### src/design/bqd_pkg.sv
package bqd_pkg;

    // Fixed field widths of the sample and coefficient words.
    localparam int SAMPLE_W = 16;
    localparam int COEF_W   = 32;
    localparam int CFG_IDX_W = 3;

    // Product of a coefficient and an input sample.
    localparam int FF_PROD_W = COEF_W + SAMPLE_W;

    // Configuration register indexes.
    localparam logic [CFG_IDX_W-1:0] REG_B0 = 3'd0;
    localparam logic [CFG_IDX_W-1:0] REG_B1 = 3'd1;
    localparam logic [CFG_IDX_W-1:0] REG_B2 = 3'd2;
    localparam logic [CFG_IDX_W-1:0] REG_A1 = 3'd3;
    localparam logic [CFG_IDX_W-1:0] REG_A2 = 3'd4;

    // Input command codes.
    localparam logic CMD_FILTER = 1'b0;
    localparam logic CMD_CLEAR  = 1'b1;

    // Sequencer states.
    typedef enum logic [4:0] {
        ST_IDLE  = 5'b00001,
        ST_FF    = 5'b00010,
        ST_YCALC = 5'b00100,
        ST_FB    = 5'b01000,
        ST_UPD   = 5'b10000
    } t_state;

    // Status of one serial multiplier.
    typedef struct packed {
        logic busy;
        logic done;
    } t_mul_stat;

endpackage

### src/design/bqd_serial_mul.sv
// Signed shift-add multiplier that consumes one multiplier bit per cycle.
// The partial sum shifts right; finished low product bits move serially
// into a low shift register. The most significant multiplier bit carries
// negative weight, so the last step subtracts the multiplicand.
module bqd_serial_mul import bqd_pkg::*; #(
    parameter int MCAND_W = 32,
    parameter int MPLR_W  = 16
) (
    input  logic                              i_clk,
    input  logic                              i_rst_n,
    input  logic                              i_start,
    input  logic signed [MCAND_W-1:0]         i_mcand,
    input  logic signed [MPLR_W-1:0]          i_mplr,
    output t_mul_stat                         o_stat,
    output logic signed [MCAND_W+MPLR_W-1:0]  o_product
);

    localparam int CNT_W = $clog2(MPLR_W);

    logic                      r_busy;
    logic                      r_done;
    logic [CNT_W-1:0]          r_cnt;
    logic signed [MCAND_W-1:0] r_mcand;
    logic [MPLR_W-1:0]         r_mplr;
    logic signed [MCAND_W+1:0] r_hi;
    logic [MPLR_W-1:0]         r_lo;

    logic                      w_last;
    logic signed [MCAND_W+1:0] w_ext;
    logic signed [MCAND_W+1:0] w_addend;
    logic signed [MCAND_W+1:0] n_sum;

    // One partial product per cycle; the sign bit step subtracts.
    assign w_last   = (r_cnt == CNT_W'(MPLR_W - 1));
    assign w_ext    = {{2{r_mcand[MCAND_W-1]}}, r_mcand};
    assign w_addend = !r_mplr[0] ? '0 : (w_last ? -w_ext : w_ext);
    assign n_sum    = r_hi + w_addend;

    // Step control.
    always_ff @(posedge i_clk) begin
        if (!i_rst_n) begin
            r_busy <= 1'b0;
            r_done <= 1'b0;
            r_cnt  <= '0;
        end else if (i_start) begin
            r_busy <= 1'b1;
            r_done <= 1'b0;
            r_cnt  <= '0;
        end else if (r_busy) begin
            r_cnt <= r_cnt + CNT_W'(1);
            if (w_last) begin
                r_busy <= 1'b0;
                r_done <= 1'b1;
            end
        end else begin
            r_done <= 1'b0;
        end
    end

    // Operand and product shift registers.
    always_ff @(posedge i_clk) begin
        if (i_start) begin
            r_mcand <= i_mcand;
            r_mplr  <= i_mplr;
            r_hi    <= '0;
            r_lo    <= '0;
        end else if (r_busy) begin
            r_mplr <= {1'b0, r_mplr[MPLR_W-1:1]};
            r_hi   <= n_sum >>> 1;
            r_lo   <= {n_sum[0], r_lo[MPLR_W-1:1]};
        end
    end

    assign o_stat.busy = r_busy;
    assign o_stat.done = r_done;
    assign o_product   = {r_hi[MCAND_W-1:0], r_lo};

endmodule

### src/design/biquad_iir_filter.sv
// Second-order IIR section in transposed direct form II on signed 16-bit
// samples, with five signed Q3.F coefficients written through a plain
// register port (b0, b1, b2, a1, a2 at indexes 0 to 4). The two delay
// states are saturating accumulators scaled by 2^F; the output is rounded
// half up and saturated to 16 bits. A filter transaction runs the three
// bit-serial feedforward multipliers (one sample bit per cycle), a step
// that registers the full-precision output, the two bit-serial feedback
// multipliers (one coefficient bit per cycle) and an update step. A clear
// transaction goes straight to the update step. Input is taken only
// while the sequencer is idle; a finished result waits in the output
// register while the next input is accepted, and a result is held back
// only if the previous one has not yet been taken.
module biquad_iir_filter import bqd_pkg::*; #(
    parameter int COEF_FRAC_BITS = 28,
    parameter int STATE_WIDTH    = 48
) (
    input  logic                       i_clk,
    input  logic                       i_rst_n,
    input  logic                       i_cfg_we,
    input  logic [CFG_IDX_W-1:0]       i_cfg_idx,
    input  logic [COEF_W-1:0]          i_cfg_data,
    input  logic                       i_in_valid,
    output logic                       o_in_ready,
    input  logic                       i_command,
    input  logic signed [SAMPLE_W-1:0] i_sample_in,
    output logic                       o_out_valid,
    input  logic                       i_out_ready,
    output logic signed [SAMPLE_W-1:0] o_sample_out
);

    localparam int FB_PROD_W = STATE_WIDTH + COEF_W;
    localparam int SUM_W     = STATE_WIDTH + COEF_W + 2;
    localparam logic signed [SUM_W-1:0] ROUND_HALF =
        {{(SUM_W-1){1'b0}}, 1'b1} << (COEF_FRAC_BITS - 1);
    localparam logic signed [COEF_W-1:0] COEF_ONE =
        {{(COEF_W-1){1'b0}}, 1'b1} << COEF_FRAC_BITS;

    // Clamp a wide sum to the signed state range.
    function automatic logic signed [STATE_WIDTH-1:0] sat_state(
        input logic signed [SUM_W-1:0] v
    );
        logic [SUM_W-STATE_WIDTH:0] top_bits;
        top_bits = v[SUM_W-1:STATE_WIDTH-1];
        if (top_bits == '0 || top_bits == '1) begin
            return v[STATE_WIDTH-1:0];
        end else if (v[SUM_W-1]) begin
            return {1'b1, {(STATE_WIDTH-1){1'b0}}};
        end else begin
            return {1'b0, {(STATE_WIDTH-1){1'b1}}};
        end
    endfunction

    // Clamp a wide value to the signed sample range.
    function automatic logic signed [SAMPLE_W-1:0] sat_sample(
        input logic signed [SUM_W-1:0] v
    );
        logic [SUM_W-SAMPLE_W:0] top_bits;
        top_bits = v[SUM_W-1:SAMPLE_W-1];
        if (top_bits == '0 || top_bits == '1) begin
            return v[SAMPLE_W-1:0];
        end else if (v[SUM_W-1]) begin
            return {1'b1, {(SAMPLE_W-1){1'b0}}};
        end else begin
            return {1'b0, {(SAMPLE_W-1){1'b1}}};
        end
    endfunction

    t_state                        r_state;
    logic                          r_clear;
    logic                          r_out_valid;
    logic signed [SAMPLE_W-1:0]    r_sample_out;
    logic signed [COEF_W-1:0]      r_coef_b0;
    logic signed [COEF_W-1:0]      r_coef_b1;
    logic signed [COEF_W-1:0]      r_coef_b2;
    logic signed [COEF_W-1:0]      r_coef_a1;
    logic signed [COEF_W-1:0]      r_coef_a2;
    logic signed [STATE_WIDTH-1:0] r_d1;
    logic signed [STATE_WIDTH-1:0] r_d2;
    logic signed [STATE_WIDTH-1:0] r_y;
    logic signed [SUM_W-1:0]       r_t1;

    logic                          w_in_acc;
    logic                          w_out_free;
    logic                          w_ff_start;
    logic                          w_fb_start;
    t_mul_stat                     w_ff0_stat;
    t_mul_stat                     w_ff1_stat;
    t_mul_stat                     w_ff2_stat;
    t_mul_stat                     w_fb1_stat;
    t_mul_stat                     w_fb2_stat;
    logic signed [FF_PROD_W-1:0]   w_p0;
    logic signed [FF_PROD_W-1:0]   w_p1;
    logic signed [FF_PROD_W-1:0]   w_p2;
    logic signed [FB_PROD_W-1:0]   w_q1;
    logic signed [FB_PROD_W-1:0]   w_q2;
    logic signed [SUM_W-1:0]       w_y_sum;
    logic signed [STATE_WIDTH-1:0] n_y;
    logic signed [SUM_W-1:0]       n_t1;
    logic signed [SUM_W-1:0]       w_r1_pre;
    logic signed [SUM_W-1:0]       w_r2_pre;
    logic signed [SUM_W-1:0]       w_r1;
    logic signed [SUM_W-1:0]       w_r2;
    logic signed [SUM_W-1:0]       w_y_pre;
    logic signed [SUM_W-1:0]       w_y_round;
    logic signed [STATE_WIDTH-1:0] n_d1;
    logic signed [STATE_WIDTH-1:0] n_d2;
    logic signed [SAMPLE_W-1:0]    n_sample_out;

    // Handshake qualifiers.
    assign o_in_ready = (r_state == ST_IDLE);
    assign w_in_acc   = i_in_valid && o_in_ready;
    assign w_out_free = !r_out_valid || i_out_ready;
    assign w_ff_start = w_in_acc && (i_command == CMD_FILTER);
    assign w_fb_start = (r_state == ST_YCALC);

    // Feedforward products b*x, one sample bit per cycle.
    bqd_serial_mul #(.MCAND_W(COEF_W), .MPLR_W(SAMPLE_W)) u_ff_b0 (
        .i_clk(i_clk), .i_rst_n(i_rst_n), .i_start(w_ff_start),
        .i_mcand(r_coef_b0), .i_mplr(i_sample_in),
        .o_stat(w_ff0_stat), .o_product(w_p0)
    );
    bqd_serial_mul #(.MCAND_W(COEF_W), .MPLR_W(SAMPLE_W)) u_ff_b1 (
        .i_clk(i_clk), .i_rst_n(i_rst_n), .i_start(w_ff_start),
        .i_mcand(r_coef_b1), .i_mplr(i_sample_in),
        .o_stat(w_ff1_stat), .o_product(w_p1)
    );
    bqd_serial_mul #(.MCAND_W(COEF_W), .MPLR_W(SAMPLE_W)) u_ff_b2 (
        .i_clk(i_clk), .i_rst_n(i_rst_n), .i_start(w_ff_start),
        .i_mcand(r_coef_b2), .i_mplr(i_sample_in),
        .o_stat(w_ff2_stat), .o_product(w_p2)
    );

    // Full-precision output and the first partial state sum.
    assign w_y_sum = {{(SUM_W-FF_PROD_W){w_p0[FF_PROD_W-1]}}, w_p0}
                   + {{(SUM_W-STATE_WIDTH){r_d1[STATE_WIDTH-1]}}, r_d1};
    assign n_y     = sat_state(w_y_sum);
    assign n_t1    = {{(SUM_W-FF_PROD_W){w_p1[FF_PROD_W-1]}}, w_p1}
                   + {{(SUM_W-STATE_WIDTH){r_d2[STATE_WIDTH-1]}}, r_d2};

    // Feedback products a*y, one coefficient bit per cycle.
    bqd_serial_mul #(.MCAND_W(STATE_WIDTH), .MPLR_W(COEF_W)) u_fb_a1 (
        .i_clk(i_clk), .i_rst_n(i_rst_n), .i_start(w_fb_start),
        .i_mcand(n_y), .i_mplr(r_coef_a1),
        .o_stat(w_fb1_stat), .o_product(w_q1)
    );
    bqd_serial_mul #(.MCAND_W(STATE_WIDTH), .MPLR_W(COEF_W)) u_fb_a2 (
        .i_clk(i_clk), .i_rst_n(i_rst_n), .i_start(w_fb_start),
        .i_mcand(n_y), .i_mplr(r_coef_a2),
        .o_stat(w_fb2_stat), .o_product(w_q2)
    );

    // Round the feedback terms and the output half up, then saturate.
    assign w_r1_pre  = {{(SUM_W-FB_PROD_W){w_q1[FB_PROD_W-1]}}, w_q1} + ROUND_HALF;
    assign w_r2_pre  = {{(SUM_W-FB_PROD_W){w_q2[FB_PROD_W-1]}}, w_q2} + ROUND_HALF;
    assign w_r1      = w_r1_pre >>> COEF_FRAC_BITS;
    assign w_r2      = w_r2_pre >>> COEF_FRAC_BITS;
    assign n_d1      = sat_state(r_t1 - w_r1);
    assign n_d2      = sat_state({{(SUM_W-FF_PROD_W){w_p2[FF_PROD_W-1]}}, w_p2} - w_r2);
    assign w_y_pre   = {{(SUM_W-STATE_WIDTH){r_y[STATE_WIDTH-1]}}, r_y} + ROUND_HALF;
    assign w_y_round = w_y_pre >>> COEF_FRAC_BITS;
    assign n_sample_out = sat_sample(w_y_round);

    // Coefficient registers.
    always_ff @(posedge i_clk) begin
        if (!i_rst_n) begin
            r_coef_b0 <= COEF_ONE;
            r_coef_b1 <= '0;
            r_coef_b2 <= '0;
            r_coef_a1 <= '0;
            r_coef_a2 <= '0;
        end else if (i_cfg_we) begin
            case (i_cfg_idx)
                REG_B0:  r_coef_b0 <= i_cfg_data;
                REG_B1:  r_coef_b1 <= i_cfg_data;
                REG_B2:  r_coef_b2 <= i_cfg_data;
                REG_A1:  r_coef_a1 <= i_cfg_data;
                REG_A2:  r_coef_a2 <= i_cfg_data;
                default: ;
            endcase
        end
    end

    // Sequencer, delay states and output register.
    always_ff @(posedge i_clk) begin
        if (!i_rst_n) begin
            r_state     <= ST_IDLE;
            r_clear     <= 1'b0;
            r_out_valid <= 1'b0;
            r_d1        <= '0;
            r_d2        <= '0;
        end else begin
            // The output flag rises on a finished update and falls when taken.
            if (r_state == ST_UPD && w_out_free) begin
                r_out_valid <= 1'b1;
            end else if (i_out_ready) begin
                r_out_valid <= 1'b0;
            end
            case (r_state)
                ST_IDLE: begin
                    if (w_in_acc) begin
                        r_clear <= (i_command == CMD_CLEAR);
                        r_state <= (i_command == CMD_CLEAR) ? ST_UPD : ST_FF;
                    end
                end
                ST_FF: begin
                    if (w_ff0_stat.done) begin
                        r_state <= ST_YCALC;
                    end
                end
                ST_YCALC: begin
                    r_state <= ST_FB;
                end
                ST_FB: begin
                    if (w_fb1_stat.done) begin
                        r_state <= ST_UPD;
                    end
                end
                ST_UPD: begin
                    if (w_out_free) begin
                        r_state <= ST_IDLE;
                        if (r_clear) begin
                            r_d1 <= '0;
                            r_d2 <= '0;
                        end else begin
                            r_d1 <= n_d1;
                            r_d2 <= n_d2;
                        end
                    end
                end
                default: begin
                    r_state <= ST_IDLE;
                end
            endcase
        end
    end

    // Datapath holding registers.
    always_ff @(posedge i_clk) begin
        if (r_state == ST_YCALC) begin
            r_y  <= n_y;
            r_t1 <= n_t1;
        end
        if (r_state == ST_UPD && w_out_free) begin
            r_sample_out <= r_clear ? '0 : n_sample_out;
        end
    end

    assign o_out_valid  = r_out_valid;
    assign o_sample_out = r_sample_out;

    // The three feedforward units and the two feedback units run in lockstep.
    a_ff_lockstep: assert property (@(posedge i_clk) disable iff (!i_rst_n)
        (w_ff1_stat == w_ff0_stat) && (w_ff2_stat == w_ff0_stat))
        else $error("feedforward multipliers out of step");

    a_fb_lockstep: assert property (@(posedge i_clk) disable iff (!i_rst_n)
        w_fb2_stat == w_fb1_stat)
        else $error("feedback multipliers out of step");

    // A waiting result is never overwritten.
    a_upd_holds: assert property (@(posedge i_clk) disable iff (!i_rst_n)
        (r_state == ST_UPD && r_out_valid && !i_out_ready) |=> r_state == ST_UPD)
        else $error("result written while output register is full");

    // A new result only comes from the update step.
    a_out_source: assert property (@(posedge i_clk) disable iff (!i_rst_n)
        $rose(r_out_valid) |-> $past(r_state) == ST_UPD)
        else $error("output valid raised outside the update step");

    // A clear transaction zeroes both delay states.
    a_clear_zero: assert property (@(posedge i_clk) disable iff (!i_rst_n)
        (r_state == ST_UPD && r_clear && w_out_free) |=> (r_d1 == '0 && r_d2 == '0))
        else $error("clear did not zero the delay states");

endmodule
### config.mk
export PLATFORM = sky130hd
export DESIGN_NAME = biquad_iir_filter
export DESIGN_NICKNAME = d
export VERILOG_FILES = /design/src/design/bqd_pkg.sv /design/src/design/bqd_serial_mul.sv /design/src/design/biquad_iir_filter.sv
export SDC_FILE = /design/constraint.sdc
export NUM_CORES = 2
export LEC_CHECK = 0
export ABC_AREA = 1
export ABC_CLOCK_PERIOD_IN_PS = 4800
export BUFFER_PORTS_ARGS = -buffer_cell sky130_fd_sc_hd__buf_2
export CORE_MARGIN = 4
export CORE_UTILIZATION = 55
export CTS_BUF_LIST = sky130_fd_sc_hd__clkbuf_4
export CTS_CLUSTER_DIAMETER = 30
export DETAILED_ROUTE_END_ITERATION = 16
export PLACE_DENSITY = 0.8
export SYNTH_ARGS = -nofsm -noshare
export SYNTH_HDL_FRONTEND = slang
export SYNTH_SLANG_ARGS = --single-unit
### constraint.sdc
create_clock -name i_clk -period 4.8 [get_ports i_clk]
set_input_delay 0.96 -clock i_clk [delete_from_list [all_inputs] [get_ports i_clk]]
set_output_delay 0.96 -clock i_clk [all_outputs]
set_load 0.02 [all_outputs]
==> summary.txt <==
Logic synthesis
  – Post-synth top cells: 2180 x nand2_1, 1337 x inv_1, 1185 x nor2_1
  – Cell count after synthesis: 9591
  – Synth area leader: dfxtp_1
  – Most common cell in the synthesized netlist: nand2_1
  – Mapped Area: 64500 µm²
  – Syn nets: 10100
  – Sequential share of the synthesized area: 31.9%
  – Synth warnings: 0
  – Post-synth ARST share: 0%
  – Synth top area share: 17.0%
  – Synth area leaders: dfxtp_1 17%, edfxtp_1 15%, nand2_1 13%, ha_1 8.0%, inv_1 7.8%
  – Post-synth top flop: dfxtp_1
  – Netlist cell types: 68
  – Register bit total from synthesis: 868
  – Post-synth EDFFs: 321
  – Avg Cell Area, Syn: 6.73 µm²

Power and ir drop
  – Pleak: 34.7 nW
  – Cell Pwr Density: 489 nW/µm²
  – Pwr Total: 0.0364 W
  – Worst VDD drop: 307 µV

Critical path
  – CP max stage cell: dfxtp_4
  – Slowest stage delay, CP: 370 ps
  – Max FO, Critical Path: 8
  – Worst Path Class, Setup: reg -> reg
  – CP Data Required Time: 5810 ps
  – CP Data Arrival Time: 5860 ps
  – Critical path's most frequent cell: nand2_1
  – Startpoint Class: flop
  – CP endpoint kind: flop

Run status
  – Failing checks: setup timing
  – Status: finished with violations

Placed design
  – Number of port buffers: 74
  – RD Place Congestion: 1.10
  – Area post-placement: 68000 µm²
  – Post-Place Worst Slack: -67.8 ps
  – Final HPWL DP: 194000 µm

Floorplanning
  – I/O Pins: 75
  – Die Wd: 350 µm
  – Starting Density: 55.4%
  – Num rows: 125
  – Die H: 350 µm
  – Die area: 123000 µm²
  – Core area: 116000 µm²

Clocking
  – Total CTS buffers: 235
  – Clock Latency Late Sink: 1270 ps
  – Clock transition at path regs: 70 ps
  – Sink Count: 868
  – CTS HTree Levels: 4
  – CTS Root Cell: clkbuf_4
  – CTS tree: yes
  – Clock tree buffer depth: 3

Detailed routing
  – Number of vias per cell: 5.77
  – Drt wl/cell: 21.1 µm
  – DRC violations left: 0
  – TritonRoute pass-1 iters: 10
  – Vias: 67900
  – Total wire length: 248000 µm
  – Post-DRT Antenna Nets: 0
  – Drt initial violations: 7008

Finish
  – Fillers: 10800
  – Register area: 20600 µm²
  – Multi-input gate area: 39600 µm²
  – Final core utilization: 64.1%
  – Share of post-route cells with drive strength above 1: 12.7%
  – Final instance area: 74500 µm²
  – Area delta synth->final: 15.5%
  – Final nets: 10500

STA
  – Hold Vio Cnt, Final: 0
  – Hold WS: 148 ps
  – Final setup viols: 3
  – Worst Setup Slack, final: -46.9 ps
  – Setup Skew: 106 ps
  – Minimum clock period after layout: 4850 ps
  – Worst slew pin tran: 1160 ps
  – Pins Over Slew Limit: 0
  – RSZ-0062 raised after global routing: yes
  – Max_slew headroom: 22.5%
  – Tcrit/Tclk final: 101%
  – Fmax: 206 MHz

Global routing
  – First-pass GRT wire length: 363000 µm
  – GRT Util Overall: 38.5%
  – Gr ovfl total: 0
  – Largest net degree at the start of global routing: 109
  – Initial antenna violation count: 6
  – Vias in the first global route: 62400

Run
  – Max Cap Viol: 0

Min path
  – Type of the worst min-delay path: in -> reg
## placed cells by master (no fill, tap or decap), types with 26 or more instances in the layout
| cell | netlist | routed |
|---|---|---|
| edfxtp_1 | 321 | 321 |
| nor2_2 | 7 | 66 |
| o211ai_1 | 57 | 57 |
| o22ai_1 | 49 | 49 |
| nor3_2 | 7 | 35 |
| a21oi_1 | 894 | 835 |
| a21o_1 | 45 | 45 |
| nor2_1 | 1185 | 1101 |
| o21bai_1 | 53 | 51 |
| buf_4 | 15 | 319 |
| a31oi_1 | 71 | 69 |
| buf_2 | 17 | 73 |
| clkbuf_4 | 0 | 334 |
| nand4_1 | 82 | 82 |
| xor2_1 | 315 | 297 |
| nand3_2 | 14 | 48 |
| xnor2_1 | 121 | 120 |
| a21oi_2 | 10 | 66 |
| clkinv_2 | 0 | 32 |
| nand2_2 | 3 | 62 |
| o21ai_0 | 729 | 719 |
| nor3_1 | 183 | 147 |
| nand2_1 | 2180 | 2105 |
| nor4_1 | 50 | 43 |
| dfxtp_1 | 547 | 538 |
| ha_1 | 414 | 380 |
| dlygate4sd3_1 | 0 | 45 |
| nor2_4 | 1 | 26 |
| nand3_1 | 426 | 383 |
| inv_1 | 1337 | 1314 |
| clkinv_1 | 10 | 53 |
| inv_2 | 5 | 26 |
## power by group
| part | internal [W] | switching, W |
|---|---|---|
| clock | 0.00385 | 0.00348 |
| combinational | 0.00650 | 0.0123 |
| sequential | 0.00885 | 0.00150 |
## flip-flops by register name, summed over array words and instances (netlist names), 33 cells and up
register	flops
r_d1	48
u_fb_a2.r_mcand	48
u_ff_b0.r_hi	33
u_fb_a2.r_hi	49
u_fb_a1.r_hi	49
u_ff_b2.r_hi	33
u_ff_b1.r_hi	33
r_t1	49
r_d2	48
## what timing repair did
action / 4_1_cts / 5_1_grt
resized for setup: 13 / 474
pin swaps: 2 / 150
hold endpoints to repair: 92 / 0
hold buffers: 45 / 0
setup buffers: 1 / 43
cloned: 3 / 19
setup endpoints to repair: 57 / 144
## final timing paths
path,start,endpoint,slack [ps],depth (start not counted)
max,u_fb_a2.r_lo[28],r_d2[11],-50,32
min,i_cfg_data[5],r_coef_b1[5],150,3
max reg2reg,u_fb_a2.r_lo[28],r_d2[11],-50,32
min reg2reg,r_coef_b1[12],u_ff_b1.r_mcand[12],410,0
## per-layer routing
layer | global-route usage, % | routed length (µm) | vias to the layer above
met2 | 60.8 | 109000 | 3266
met5 | 0 | 0 | -
met1 | 48.5 | 98600 | 31300
li1 | - | - | 32600
met4 | 25.1 | 18800 | 0
met3 | 7.16 | 21800 | 749
## cell families after synthesis
group                    share of synthesized area, %
XOR/XNOR                                         5.99
buffers and inverters                            9.62
AND/OR/NAND/NOR                                  26.9
adder cells (fa/ha/maj)                          8.31
AO/OA/AOI/OAI                                    17.3
flip-flops                                       31.9
## critical path: cells and delay by family (launching register included)
kind,cells,cell delay (ps)
xor gates and xnor gates,1,160
adders and majority gates,1,210
and+or+nand+nor,23,2900
DFF,1,370
buffers and inverters,4,500
AOI/OAI and AO/OA,3,450
## final cells by class
cell class,instances,share of cell area (%)
multi-input cells,7106,53.2
flip-flops and latches,868,27.6
clock buffers,334,3.36
well taps,1524,2.56
clock inverters,101,1.13
inverters,1352,6.82
repair buffers,474,5.27
diodes,12,0.0403
## per-stage QoR
| stage | setup TNS (ps) | instances |
|---|---|---|
| finish | -62.7 | 11800 |
| global route | -10110 | 11800 |
| CTS | -209 | 11700 |
| detailed placement | -1720 | 11200 |
| global placement | 0 | 11200 |
| floorplan | 0 | 9591 |
Power figures use the tool's default switching activity.
